`src/rtl/bspline_to_bezier_points_defines.svh`:
```
// ----------------------------------------------------------------------------
// B-spline to Bezier converter assertion macros
// Shared concurrent assertion forms, clocked on clk and disabled in reset.
// ----------------------------------------------------------------------------
`ifndef BSPLINE_TO_BEZIER_POINTS_DEFINES_SVH
`define BSPLINE_TO_BEZIER_POINTS_DEFINES_SVH

// The consequent must hold in the same cycle as the antecedent.
`define BSP2BEZ_ASSERT_NOW(label, ante, cons, msg) \
    label: assert property (@(posedge clk) disable iff (!rst_n) (ante) |-> (cons)) \
        else $error(msg);

// The consequent must hold in the cycle after the antecedent.
`define BSP2BEZ_ASSERT_NEXT(label, ante, cons, msg) \
    label: assert property (@(posedge clk) disable iff (!rst_n) (ante) |=> (cons)) \
        else $error(msg);

`endif

```
`src/rtl/bsp2bez_pkg.sv`:
```
// ----------------------------------------------------------------------------
// B-spline to Bezier converter package
// Default coordinate width, result kinds and per-result flag bundle.
// ----------------------------------------------------------------------------
package bsp2bez_pkg;

    localparam int COORD_WIDTH_DEF = 32;

    // Which control point of a segment is being produced.
    typedef enum logic [1:0] {
        RES_B0,
        RES_R1,
        RES_R2,
        RES_R3
    } res_kind_t;

    typedef struct packed {
        logic run_last;
        logic curve_done;
        logic too_few;
    } res_meta_t;

endpackage

```
`src/rtl/bsp2bez_if.sv`:
```
// ----------------------------------------------------------------------------
// B-spline to Bezier converter channels
// Valid/ready channels for de Boor points in and Bezier points out.
// ----------------------------------------------------------------------------
interface bsp2bez_point_if
    import bsp2bez_pkg::*;
#(
    parameter int COORD_WIDTH = COORD_WIDTH_DEF
)
();
    logic                          valid;
    logic                          ready;
    logic signed [COORD_WIDTH-1:0] px;
    logic signed [COORD_WIDTH-1:0] py;
    logic signed [COORD_WIDTH-1:0] pz;
    logic                          curve_end;

    modport source (output valid, px, py, pz, curve_end, input ready);
    modport sink   (input valid, px, py, pz, curve_end, output ready);
endinterface

interface bsp2bez_bezier_if
    import bsp2bez_pkg::*;
#(
    parameter int COORD_WIDTH = COORD_WIDTH_DEF
)
();
    logic                          valid;
    logic                          ready;
    logic signed [COORD_WIDTH-1:0] bx;
    logic signed [COORD_WIDTH-1:0] by;
    logic signed [COORD_WIDTH-1:0] bz;
    logic                          run_last;
    logic                          curve_done;
    logic                          too_few;

    modport source (output valid, bx, by, bz, run_last, curve_done, too_few, input ready);
    modport sink   (input valid, bx, by, bz, run_last, curve_done, too_few, output ready);
endinterface

```
`src/rtl/bspline_to_bezier_points.sv`:
```
// ----------------------------------------------------------------------------
// B-spline to Bezier converter top level
// Results pass from the sequencer through s1, s2, s3 and the output register.
// One result per cycle while bezier is ready; a point gives three results (four
// for a first full segment, one at a short-curve end, none for points 1 to 3).
// Reset: asynchronous, active low; clears the window count and all valid bits.
// ----------------------------------------------------------------------------
`include "bspline_to_bezier_points_defines.svh"

module bspline_to_bezier_points
    import bsp2bez_pkg::*;
#(
    parameter int COORD_WIDTH = COORD_WIDTH_DEF
)
(
    input  logic             clk,
    input  logic             rst_n,
    bsp2bez_point_if.sink    point,
    bsp2bez_bezier_if.source bezier
);

    // Every result is a rounded weighted sum divided by three or six. The sum
    // of up to six coordinates needs three extra bits; its magnitude plus the
    // rounding half always fits in two extra bits.
    localparam int SUM_W  = COORD_WIDTH + 3;
    localparam int MAG_W  = COORD_WIDTH + 2;
    // Division by three is a multiply by ceil(2^K/3) and a shift by K. With
    // K two bits above the dividend width the quotient is exact.
    localparam int RCP_K  = MAG_W + 2;
    localparam int LO_W   = MAG_W / 2;
    localparam int HI_W   = MAG_W - LO_W;
    localparam int PLO_W  = LO_W + RCP_K + 1;
    localparam int PHI_W  = HI_W + RCP_K + 1;
    localparam int FULL_W = MAG_W + RCP_K + 1;

    localparam logic [RCP_K:0] ONE_K  = {1'b1, {RCP_K{1'b0}}};
    localparam logic [RCP_K:0] RECIP  = (ONE_K + (RCP_K + 1)'(2)) / (RCP_K + 1)'(3);
    localparam logic [MAG_W-1:0] SIX_HALF   = MAG_W'(3);
    localparam logic [MAG_W-1:0] THREE_HALF = MAG_W'(1);

    // ------------------------------------------------------------------------
    // Pipeline handshake. Each stage loads when it is empty or when the stage
    // after it is moving, so bubbles collapse and a waiting output result does
    // not block the stages in front of it.
    // ------------------------------------------------------------------------
    logic out_valid_reg;
    logic s3_valid_reg;
    logic s2_valid_reg;
    logic s1_valid_reg;
    logic seq_valid_reg;

    logic out_en;
    logic s3_en;
    logic s2_en;
    logic s1_en;
    logic issue;
    logic issue_last;
    logic in_accept;
    logic has_result;

    // Curve window state.
    logic signed [COORD_WIDTH-1:0] pin [3];
    logic signed [COORD_WIDTH-1:0] win_reg [3][3];
    logic [1:0]                    points_seen_reg;
    logic                          b0_sent_reg;

    // Sequencer: holds one accepted point and the window it saw, and issues
    // its results into the arithmetic pipeline one per cycle while s1 can load.
    logic [1:0]                    seq_idx_reg;
    logic                          seq_b0_reg;
    logic                          seq_few_reg;
    logic                          seq_last_reg;
    logic signed [COORD_WIDTH-1:0] seq_win_reg [3][3];
    logic signed [COORD_WIDTH-1:0] seq_x_reg [3];
    logic [1:0]                    last_idx;
    res_kind_t                     kind;
    logic                          kind_six;
    res_meta_t                     issue_meta;

    // Arithmetic pipeline registers.
    logic                    s1_six_reg;
    res_meta_t               s1_meta_reg;
    logic signed [SUM_W-1:0] s1_sum_reg [3];

    res_meta_t               s2_meta_reg;
    logic [MAG_W-1:0]        s2_n_reg [3];
    logic                    s2_neg_reg [3];

    res_meta_t               s3_meta_reg;
    logic [PLO_W-1:0]        s3_lo_reg [3];
    logic [PHI_W-1:0]        s3_hi_reg [3];
    logic                    s3_neg_reg [3];

    res_meta_t                     out_meta_reg;
    logic signed [COORD_WIDTH-1:0] out_coord_reg [3];

    assign out_en = !out_valid_reg || bezier.ready;
    assign s3_en  = !s3_valid_reg || out_en;
    assign s2_en  = !s2_valid_reg || s3_en;
    assign s1_en  = !s1_valid_reg || s2_en;
    assign issue  = seq_valid_reg && s1_en;

    // A short curve gives one result; a full segment gives three, plus the
    // leading B0 for the first segment of a curve.
    assign last_idx   = seq_few_reg ? 2'd0 : (seq_b0_reg ? 2'd3 : 2'd2);
    assign issue_last = (seq_idx_reg == last_idx);

    // A new request is taken as soon as the sequencer is empty or hands off
    // its final result in this cycle.
    assign point.ready = !seq_valid_reg || (issue && issue_last);
    assign in_accept   = point.valid && point.ready;

    // The first three points of a curve only fill the window, unless the
    // curve ends there.
    assign has_result = (points_seen_reg == 2'd3) || point.curve_end;

    assign pin[0] = point.px;
    assign pin[1] = point.py;
    assign pin[2] = point.pz;

    // Without a B0 to send, the first issued result is the first third point.
    assign kind     = res_kind_t'(seq_idx_reg + {1'b0, !seq_b0_reg});
    assign kind_six = (kind == RES_B0) || (kind == RES_R3);

    assign issue_meta.run_last   = issue_last;
    assign issue_meta.curve_done = issue_last && seq_last_reg;
    assign issue_meta.too_few    = seq_few_reg;

    // ------------------------------------------------------------------------
    // Control state.
    // ------------------------------------------------------------------------
    always_ff @(posedge clk or negedge rst_n)
    begin
        if (!rst_n)
        begin
            points_seen_reg <= 2'd0;
            b0_sent_reg     <= 1'b0;
            seq_valid_reg   <= 1'b0;
            seq_idx_reg     <= 2'd0;
            s1_valid_reg    <= 1'b0;
            s2_valid_reg    <= 1'b0;
            s3_valid_reg    <= 1'b0;
            out_valid_reg   <= 1'b0;
        end
        else
        begin
            if (in_accept)
            begin
                if (point.curve_end)
                begin
                    points_seen_reg <= 2'd0;
                    b0_sent_reg     <= 1'b0;
                end
                else if (points_seen_reg == 2'd3)
                begin
                    b0_sent_reg <= 1'b1;
                end
                else
                begin
                    points_seen_reg <= points_seen_reg + 2'd1;
                end
                seq_valid_reg <= has_result;
                seq_idx_reg   <= 2'd0;
            end
            else if (issue)
            begin
                if (issue_last)
                begin
                    seq_valid_reg <= 1'b0;
                end
                seq_idx_reg <= seq_idx_reg + 2'd1;
            end

            if (s1_en)
            begin
                s1_valid_reg <= issue;
            end
            if (s2_en)
            begin
                s2_valid_reg <= s1_valid_reg;
            end
            if (s3_en)
            begin
                s3_valid_reg <= s2_valid_reg;
            end
            if (out_en)
            begin
                out_valid_reg <= s3_valid_reg;
            end
        end
    end

    // Flags that travel with each result.
    always_ff @(posedge clk)
    begin
        if (in_accept)
        begin
            seq_b0_reg   <= !b0_sent_reg;
            seq_few_reg  <= (points_seen_reg != 2'd3);
            seq_last_reg <= point.curve_end;
        end
        if (s1_en)
        begin
            s1_six_reg  <= kind_six;
            s1_meta_reg <= issue_meta;
        end
        if (s2_en)
        begin
            s2_meta_reg <= s1_meta_reg;
        end
        if (s3_en)
        begin
            s3_meta_reg <= s2_meta_reg;
        end
        if (out_en)
        begin
            out_meta_reg <= s3_meta_reg;
        end
    end

    // ------------------------------------------------------------------------
    // One lane per coordinate axis.
    // ------------------------------------------------------------------------
    for (genvar lane = 0; lane < 3; lane++)
    begin : g_lane
        logic signed [COORD_WIDTH-1:0] op_a;
        logic signed [COORD_WIDTH-1:0] op_b;
        logic signed [COORD_WIDTH-1:0] op_c;
        logic signed [SUM_W-1:0]       ext_a;
        logic signed [SUM_W-1:0]       ext_b;
        logic signed [SUM_W-1:0]       ext_c;
        logic signed [SUM_W-1:0]       sum_next;
        logic [SUM_W-1:0]              abs_sum;
        logic [MAG_W-1:0]              mag;
        logic [MAG_W-1:0]              n_next;
        logic [FULL_W-1:0]             full;
        logic [MAG_W-1:0]              quot;
        logic [MAG_W-1:0]              signed_q;

        // The window shifts on every accepted point; its contents are only
        // read once three points of the current curve are in.
        always_ff @(posedge clk)
        begin
            if (in_accept)
            begin
                win_reg[lane][0]     <= win_reg[lane][1];
                win_reg[lane][1]     <= win_reg[lane][2];
                win_reg[lane][2]     <= pin[lane];
                seq_win_reg[lane][0] <= win_reg[lane][0];
                seq_win_reg[lane][1] <= win_reg[lane][1];
                seq_win_reg[lane][2] <= win_reg[lane][2];
                seq_x_reg[lane]      <= pin[lane];
            end
        end

        // Operand choice. Sixths take a + 4b + c, thirds take 2a + b.
        always_comb
        begin
            op_a = seq_win_reg[lane][1];
            op_b = seq_win_reg[lane][2];
            op_c = '0;
            case (kind)
                RES_B0:
                begin
                    op_a = seq_win_reg[lane][0];
                    op_b = seq_win_reg[lane][1];
                    op_c = seq_win_reg[lane][2];
                end
                RES_R1:
                begin
                    op_a = seq_win_reg[lane][1];
                    op_b = seq_win_reg[lane][2];
                end
                RES_R2:
                begin
                    op_a = seq_win_reg[lane][2];
                    op_b = seq_win_reg[lane][1];
                end
                RES_R3:
                begin
                    op_c = seq_x_reg[lane];
                end
                default:
                begin
                    op_c = '0;
                end
            endcase
        end

        assign ext_a = SUM_W'(op_a);
        assign ext_b = SUM_W'(op_b);
        assign ext_c = SUM_W'(op_c);

        always_comb
        begin
            if (seq_few_reg)
            begin
                sum_next = '0;
            end
            else if (kind_six)
            begin
                sum_next = ext_a + (ext_b <<< 2) + ext_c;
            end
            else
            begin
                sum_next = (ext_a <<< 1) + ext_b;
            end
        end

        // Round half away from zero on the magnitude. A sixth is a third of
        // the halved value, so one divider by three serves both.
        assign abs_sum = s1_sum_reg[lane][SUM_W-1] ? -s1_sum_reg[lane] : s1_sum_reg[lane];
        assign mag     = abs_sum[MAG_W-1:0] + (s1_six_reg ? SIX_HALF : THREE_HALF);
        assign n_next  = s1_six_reg ? (mag >> 1) : mag;

        // Recombine the two partial products and take the quotient bits.
        assign full     = (FULL_W'(s3_hi_reg[lane]) << LO_W) + FULL_W'(s3_lo_reg[lane]);
        assign quot     = full[RCP_K +: MAG_W];
        assign signed_q = s3_neg_reg[lane] ? -quot : quot;

        always_ff @(posedge clk)
        begin
            if (s1_en)
            begin
                s1_sum_reg[lane] <= sum_next;
            end
            if (s2_en)
            begin
                s2_n_reg[lane]   <= n_next;
                s2_neg_reg[lane] <= s1_sum_reg[lane][SUM_W-1];
            end
            if (s3_en)
            begin
                s3_lo_reg[lane]  <= PLO_W'(s2_n_reg[lane][LO_W-1:0]) * PLO_W'(RECIP);
                s3_hi_reg[lane]  <= PHI_W'(s2_n_reg[lane][MAG_W-1:LO_W]) * PHI_W'(RECIP);
                s3_neg_reg[lane] <= s2_neg_reg[lane];
            end
            if (out_en)
            begin
                out_coord_reg[lane] <= signed_q[COORD_WIDTH-1:0];
            end
        end
    end

    // ------------------------------------------------------------------------
    // Output register drives the result channel directly.
    // ------------------------------------------------------------------------
    assign bezier.valid      = out_valid_reg;
    assign bezier.bx         = out_coord_reg[0];
    assign bezier.by         = out_coord_reg[1];
    assign bezier.bz         = out_coord_reg[2];
    assign bezier.run_last   = out_meta_reg.run_last;
    assign bezier.curve_done = out_meta_reg.curve_done;
    assign bezier.too_few    = out_meta_reg.too_few;

    // ------------------------------------------------------------------------
    // Assertions.
    // ------------------------------------------------------------------------
    `BSP2BEZ_ASSERT_NOW(a_short_curve_zero, bezier.valid && bezier.too_few,
        bezier.bx == '0 && bezier.by == '0 && bezier.bz == '0
            && bezier.run_last && bezier.curve_done,
        "short-curve result is not a lone zero point")
    `BSP2BEZ_ASSERT_NEXT(a_end_clears_window, in_accept && point.curve_end,
        points_seen_reg == 2'd0 && !b0_sent_reg,
        "curve end did not clear the window state")
    `BSP2BEZ_ASSERT_NOW(a_seq_index_bound, seq_valid_reg, seq_idx_reg <= last_idx,
        "sequencer index ran past the last result")

endmodule
```
`src/flat_wrapper.sv`:
```
// flat-port wrapper written by rule: the top's interface ports become plain ports
module bspline_to_bezier_points_flat import bsp2bez_pkg::*;
#(
    parameter int COORD_WIDTH = COORD_WIDTH_DEF
)
  (clk, rst_n, point_valid, point_px, point_py, point_pz, point_curve_end, point_ready, bezier_valid, bezier_bx, bezier_by, bezier_bz, bezier_run_last, bezier_curve_done, bezier_too_few, bezier_ready);
  bsp2bez_point_if #(.COORD_WIDTH(COORD_WIDTH)) point_i ();
  bsp2bez_bezier_if #(.COORD_WIDTH(COORD_WIDTH)) bezier_i ();
  input  logic clk;
  input  logic rst_n;
  input wire logic [$bits(point_i.valid)-1:0] point_valid;
  input wire logic [$bits(point_i.px)-1:0] point_px;
  input wire logic [$bits(point_i.py)-1:0] point_py;
  input wire logic [$bits(point_i.pz)-1:0] point_pz;
  input wire logic [$bits(point_i.curve_end)-1:0] point_curve_end;
  output wire logic [$bits(point_i.ready)-1:0] point_ready;
  output wire logic [$bits(bezier_i.valid)-1:0] bezier_valid;
  output wire logic [$bits(bezier_i.bx)-1:0] bezier_bx;
  output wire logic [$bits(bezier_i.by)-1:0] bezier_by;
  output wire logic [$bits(bezier_i.bz)-1:0] bezier_bz;
  output wire logic [$bits(bezier_i.run_last)-1:0] bezier_run_last;
  output wire logic [$bits(bezier_i.curve_done)-1:0] bezier_curve_done;
  output wire logic [$bits(bezier_i.too_few)-1:0] bezier_too_few;
  input wire logic [$bits(bezier_i.ready)-1:0] bezier_ready;
  assign point_i.valid = point_valid;
  assign point_i.px = point_px;
  assign point_i.py = point_py;
  assign point_i.pz = point_pz;
  assign point_i.curve_end = point_curve_end;
  assign point_ready = point_i.ready;
  assign bezier_valid = bezier_i.valid;
  assign bezier_bx = bezier_i.bx;
  assign bezier_by = bezier_i.by;
  assign bezier_bz = bezier_i.bz;
  assign bezier_run_last = bezier_i.run_last;
  assign bezier_curve_done = bezier_i.curve_done;
  assign bezier_too_few = bezier_i.too_few;
  assign bezier_i.ready = bezier_ready;
  bspline_to_bezier_points #(.COORD_WIDTH(COORD_WIDTH)) u_core (.clk(clk), .rst_n(rst_n), .point(point_i), .bezier(bezier_i));
endmodule
```
`config.mk`:
```
export PLATFORM = sky130hd
export DESIGN_NAME = bspline_to_bezier_points_flat
export DESIGN_NICKNAME = d
export VERILOG_FILES = /design/src/rtl/bsp2bez_pkg.sv /design/src/rtl/bsp2bez_if.sv /design/src/rtl/bspline_to_bezier_points.sv /design/src/flat_wrapper.sv
export VERILOG_INCLUDE_DIRS = /design/src /design/src/rtl
export SDC_FILE = /design/constraint.sdc
export NUM_CORES = 2
export LEC_CHECK = 0
export BUFFER_PORTS_ARGS = -buffer_cell sky130_fd_sc_hd__buf_2
export CORE_ASPECT_RATIO = 2
export CORE_UTILIZATION = 35
export DETAILED_ROUTE_END_ITERATION = 7
export GPL_ROUTABILITY_DRIVEN = 0
export PLACE_DENSITY = 0.49
export SETUP_SLACK_MARGIN = 0.3
export SYNTH_ARGS = -nofsm -noshare
export SYNTH_HDL_FRONTEND = slang
export SYNTH_SLANG_ARGS = --single-unit
```
`constraint.sdc`:
```
create_clock -name clk -period 36.8 [get_ports clk]
set_input_delay 11.04 -clock clk [delete_from_list [all_inputs] [get_ports clk]]
set_output_delay 11.04 -clock clk [all_outputs]
set_load 0.01 [all_outputs]
```
# ---- Word-level counts from Yosys, hierarchy flattened
# Memory sizes are Yosys's and may differ from the RTL's.
# Cells that the tools add are included.
dict set report word_totals {
  register_bits 26
  mem_bits_rw 1287
  inputBits 101
  out_inout_bits 101
  memories 10
}
dict set report classes {
  addsub 24
  mul 6
  n_eq_ne 6
  n_mux 46
  reduce_logical 26
}
# memory words word_bits rd rd_clocked_by_memory_dff write_ports line_no
set mem_list {}
lappend mem_list {u_core.seq_win_reg 3 96 3 0 3 bspline_to_bezier_points.sv:73} ;# logic signed [COORD_WIDTH-1:0] seq_win_reg [3][3];
lappend mem_list {u_core.win_reg 3 96 3 0 3 bspline_to_bezier_points.sv:63} ;# logic signed [COORD_WIDTH-1:0] win_reg [3][3];
lappend mem_list {u_core.s3_hi_reg 3 51 3 0 3 bspline_to_bezier_points.sv:91} ;# logic [PHI_W-1:0] s3_hi_reg [3];
lappend mem_list {u_core.s3_lo_reg 3 51 3 0 3 bspline_to_bezier_points.sv:90} ;# logic [PLO_W-1:0] s3_lo_reg [3];
lappend mem_list {u_core.s1_sum_reg 3 35 3 0 3 bspline_to_bezier_points.sv:83} ;# logic signed [SUM_W-1:0] s1_sum_reg [3];
lappend mem_list {u_core.s2_n_reg 3 34 3 0 3 bspline_to_bezier_points.sv:86} ;# logic [MAG_W-1:0] s2_n_reg [3];
lappend mem_list {{+4 memories} n/a n/a n/a n/a n/a n/a}
# op count
set ops {}
lappend ops {{$pmux 32 s2} 6}
lappend ops {{$mul 17x34->51 const B} 6}
lappend ops {{$mux 35} 6}
lappend ops {{$add 68x54->68} 3}
lappend ops {{$mux 34} 6}
lappend ops {{$mux 32} 6}
lappend ops {{$add 32x34->35} 3}
lappend ops {{$add 35x32->35} 3}
lappend ops {{$add 33x32->34} 3}
lappend ops {{$add 34x34->34} 3}
lappend ops {{$neg 34->34} 3}
lappend ops {{$neg 32->32} 3}
lappend ops {{$mux 1} 16}
lappend ops {{$mux 2} 6}
lappend ops {{$logic_not 1->1} 7}
lappend ops {{$logic_or 1x1->1} 7}
lappend ops {{$eq 2x2->1 const B} 3}
lappend ops {{$reduce_and 2->1} 3}
lappend ops {{$reduce_bool 2->1} 3}
lappend ops {{$add 2x1->2 const B} 2}
lappend ops {{$logic_and 1x1->1} 4}
lappend ops {{$ne 2x2->1 const B} 2}
lappend ops {{$add 2x1->2} 1}
lappend ops {{$eq 2x2->1} 1}
lappend ops {{2 further kinds} 2}

# ---- Logic depth before layout (Yosys ltp)
dict set report logic_depth {
  ltp_word 11
  depth_mapped 28
  depth_no_buf 25
}

# ---- Least setup slack after synthesis
# OpenSTA, ideal clock, no wires.
dict set report synth_path {
  path_type {input-to-output}
  from {input bezier_ready}
  to {output point_ready}
  t_arrival_ns 16.338
  t_required_ns 25.760
  path_slack_ns 9.422
  cell_stages 6
  cell_sequence {nor2b_1 > nand3_1 > nor2_1 > inv_1 > nand2_1 > nand2_1}
}
dict set report synth_between {
  elab_chain_len 7
}
# element line_no
set synth_rtl {}
lappend synth_rtl {{start, declared} flat_wrapper.sv:24} ;# input wire logic [$bits(bezier_i.ready)-1:0] bezier_ready;
lappend synth_rtl {{$logic_or 1x1->1} bspline_to_bezier_points.sv:97} ;# assign out_en = !out_valid_reg || bezier.ready;
lappend synth_rtl {{$logic_or 1x1->1} bspline_to_bezier_points.sv:98} ;# assign s3_en = !s3_valid_reg || out_en;
lappend synth_rtl {{$logic_or 1x1->1} bspline_to_bezier_points.sv:99} ;# assign s2_en = !s2_valid_reg || s3_en;
lappend synth_rtl {{net u_core.s2_en} bspline_to_bezier_points.sv:54} ;# logic s2_en;
lappend synth_rtl {{$logic_or 1x1->1} bspline_to_bezier_points.sv:100} ;# assign s1_en = !s1_valid_reg || s2_en;
lappend synth_rtl {{net u_core.s1_en} bspline_to_bezier_points.sv:55} ;# logic s1_en;
lappend synth_rtl {{$logic_and 1x1->1} bspline_to_bezier_points.sv:101} ;# assign issue = seq_valid_reg && s1_en;
lappend synth_rtl {{$logic_and 1x1->1} bspline_to_bezier_points.sv:110} ;# assign point.ready = !seq_valid_reg || (issue && issue_last);
lappend synth_rtl {{$logic_or 1x1->1} bspline_to_bezier_points.sv:110}
lappend synth_rtl {{end, declared} flat_wrapper.sv:16} ;# output wire logic [$bits(point_i.ready)-1:0] point_ready;
# The timed path passes the listed nets, and every way through them passes these cells.

# ---- Worst setup path after layout
# Ends and elaborated chain as after synthesis.

==> flow_summary.ini <==
[outcome]
outcome = finished, final reports clean

[synthesis]
synth_ff_type = edfxtp_1
netlist_area_mm2 = 0.0911
synth-seq-area-share_pct = 32.0
syn_nets = 10600
synth-edff-count = 961
synthTopCellsByArea = edfxtp_1 (32%), ha_1 (15%), fa_1 (14%), inv_1 (4.4%), xnor2_1 (4.2%)
synth.top_cell.area_share_pct = 31.7
synthXorXnorAreaFrac_pct = 6.31
synthCells = 8792
synth_compound_area_share_pct = 14.9
synth_top_family_by_area = adder cells
synthAdderAreaFrac_pct = 29.2
synthMuxAreaShare_pct = 1.79
yosys.area_share.simple_pct = 10.5
ys_ff_latch = 971
synth.distinct_cells = 119
synth_area_per_cell_um2 = 10.4
synthArstFlopShare_pct = 1.03
yosysTopAreaCell = edfxtp_1
ys_warn_count = 0

[clock_tree]
ctsHoldBuffers = 0
clk_latency_ns = 0.76
post-cts-setup-buffers = 0
cts_tree = done
cts_resized = 0
clockBufferDepth = 3
cts_root_buf = clkbuf_16
cts_buffers = 100
clkTransAtPathRegs_ns = 0.06
clock_sinks = 971
cts_max_level = 3

[hold_path]
worstHoldPathType = reg -> reg
min_to = u_core.s3_neg_reg[0][0]
hold_depth = 0
worstHoldStart = u_core.s2_neg_reg[0][0]

[global_routing]
globalRouteTotalUtil_pct = 16.9
grt_first_pass_wirelength_mm = 358
grt_max_degree = 157
overflow = 0
antenna_found_initial = 3
grt_pass1_vias = 67900

[cells_and_area]
layout_common_cells = ha_1 (1,074), inv_1 (1,059), edfxtp_1 (961), fa_1 (652), nand2_1 (564)
largest_register_ffs = 285
nNetsFinal = 10700
layout_commonest_cell = ha_1
seq_area_mm2 = 0.0291
drive_above_1_share_pct = 7.35
multiInputGateArea_mm2 = 0.0571
n_fill_cell = 25400
fin_cells = 12400
synthToLayoutAreaGrowth_pct = 9.22

[sta]
slew_headroom_pct = 18.1
clock_skew_ns = 0.0328
clock.fmax_ghz = 0.0421
fin_ws_ns = 13.06
hold_viol_final = 0
fin_crit_sh_pct = 64.5
setup_viol = 0
hold_ws_ns = 0.419
tns_ns = 0
post-route-min-period_ns = 23.74
drv_slew = 0
grt_setup_unrepaired = false
worstMarginPinSlew_ns = 1.22

[die]
io_pins = 202
die_h_um = 723
start_util_pct = 35.2
dieArea_mm2 = 0.262
die_w_um = 363
core-area_mm2 = 0.259
row_count = 264

[detailed_routing]
totalWireLength_mm = 224
dr.first_iter.drc_count = 2800
wl_per_cell_um = 18.0
drcViolationCount = 0
antenna_left = 0
vias = 64000
firstDrtPassIters = 6
via_per_inst = 5.15

[placement]
numPortBuffers = 201
dp_hpwl_mm = 183
dp.cells = 12300
pre_cts_ws_ns = 13.01

[setup_path]
startpoint_type = input pin
end_kind = output port
r2r_slack_ns = 28.27
critPathKind = in -> out
reg2regPathDepth = 22
crit_arrival_ns = 12.70
crit_fanout = 19
r2r-start = u_core.seq_idx_reg[0]
required_ns = 25.76
r2r_end = u_core.s1_sum_reg[0][103]

[run]
maxCapViolCount = 0
-- critical path: stages --
cell and delay (ns):
buf_2 0.10, nor2b_1 0.47, nand3_4 0.27, nor2_1 0.31, inv_4 0.16, nand2_1 0.10
nand2_1 0.09, buf_2 0.16
-- cells in the mapped netlist (14+ instances only) --
library cell,instances
buf_1,28
nand2_1,565
nor2b_1,59
nor2_1,543
or4_1,27
a211oi_1,75
and2_1,43
a21o_1,226
xor2_1,215
o2111ai_1,15
nor4_1,35
or2_2,42
a31oi_1,75
a21oi_1,507
edfxtp_1,961
a221oi_1,14
a22o_1,26
a2111oi_0,19
a311oi_1,14
o31ai_1,79
o21a_1,60
mux2_2,104
xnor2_1,441
o22ai_1,31
and3_1,53
mux2i_1,46
a41oi_1,14
o21ai_0,354
o41ai_1,26
a31o_2,19
nand2b_1,74
fa_1,652
nand3b_1,20
nand4_1,66
clkbuf_1,195
o211ai_1,32
o31a_1,23
nand3_1,138
or3_1,63
nor3_1,113
inv_1,1064
o21bai_1,66
ha_1,1078
a211o_1,21
a22oi_1,187
-- how the worst max path moves through the flow --
| stage | end | slack (ns) | start |
|---|---|---|---|
| floorplan | point_ready | 9.42 | bezier_ready |
| global placement | point_ready | 12.95 | bezier_ready |
| detailed placement | point_ready | 13.01 | bezier_ready |
| CTS | point_ready | 12.99 | bezier_ready |
| global route | point_ready | 12.88 | bezier_ready |
| finish | point_ready | 13.06 | bezier_ready |
-- cells by family after synthesis --
group                    count (synthesis)
multiplexers                           150
AND/OR/NAND/NOR                       1945
AO/OA/AOI/OAI                         2035
adder cells (fa/ha/maj)               1732
flip-flops                             971
XOR/XNOR                               656
buffers and inverters                 1303
-- metal layers --
layer	wire length, µm	up-vias	part of all wire, %	track usage, %
met1	86900	31200	39	18.0
li1	-	31600	-	-
met5	0	-	0	0
met4	6800	0	3.0	5.21
met3	5670	297	2.5	1.56
met2	125000	959	56	34.1
-- area by class of cell --
type	instances	area share [%]
Antenna cell	1	0.00252
Clock buffer	115	2.61
Clock inverter	72	0.951
Inverter	1066	4.04
Multi-Input combinational cell	6518	57.4
Sequential cell	971	29.3
Tap cell	3458	4.35
Timing Repair Buffer	237	1.35
-- through the flow --
stage / instance area, µm² / utilization (%)
5_1_grt: 99500 / 38.5
3_3_place_gp: 95900 / 37.1
3_5_place_dp: 95900 / 37.1
6_report: 99500 / 38.5
4_1_cts: 99500 / 38.5
2_1_floorplan: 91100 / -
Power is left out: the tool's default activity adds up to more than one toggle a clock period on the data nets, which glitch-free logic cannot reach.
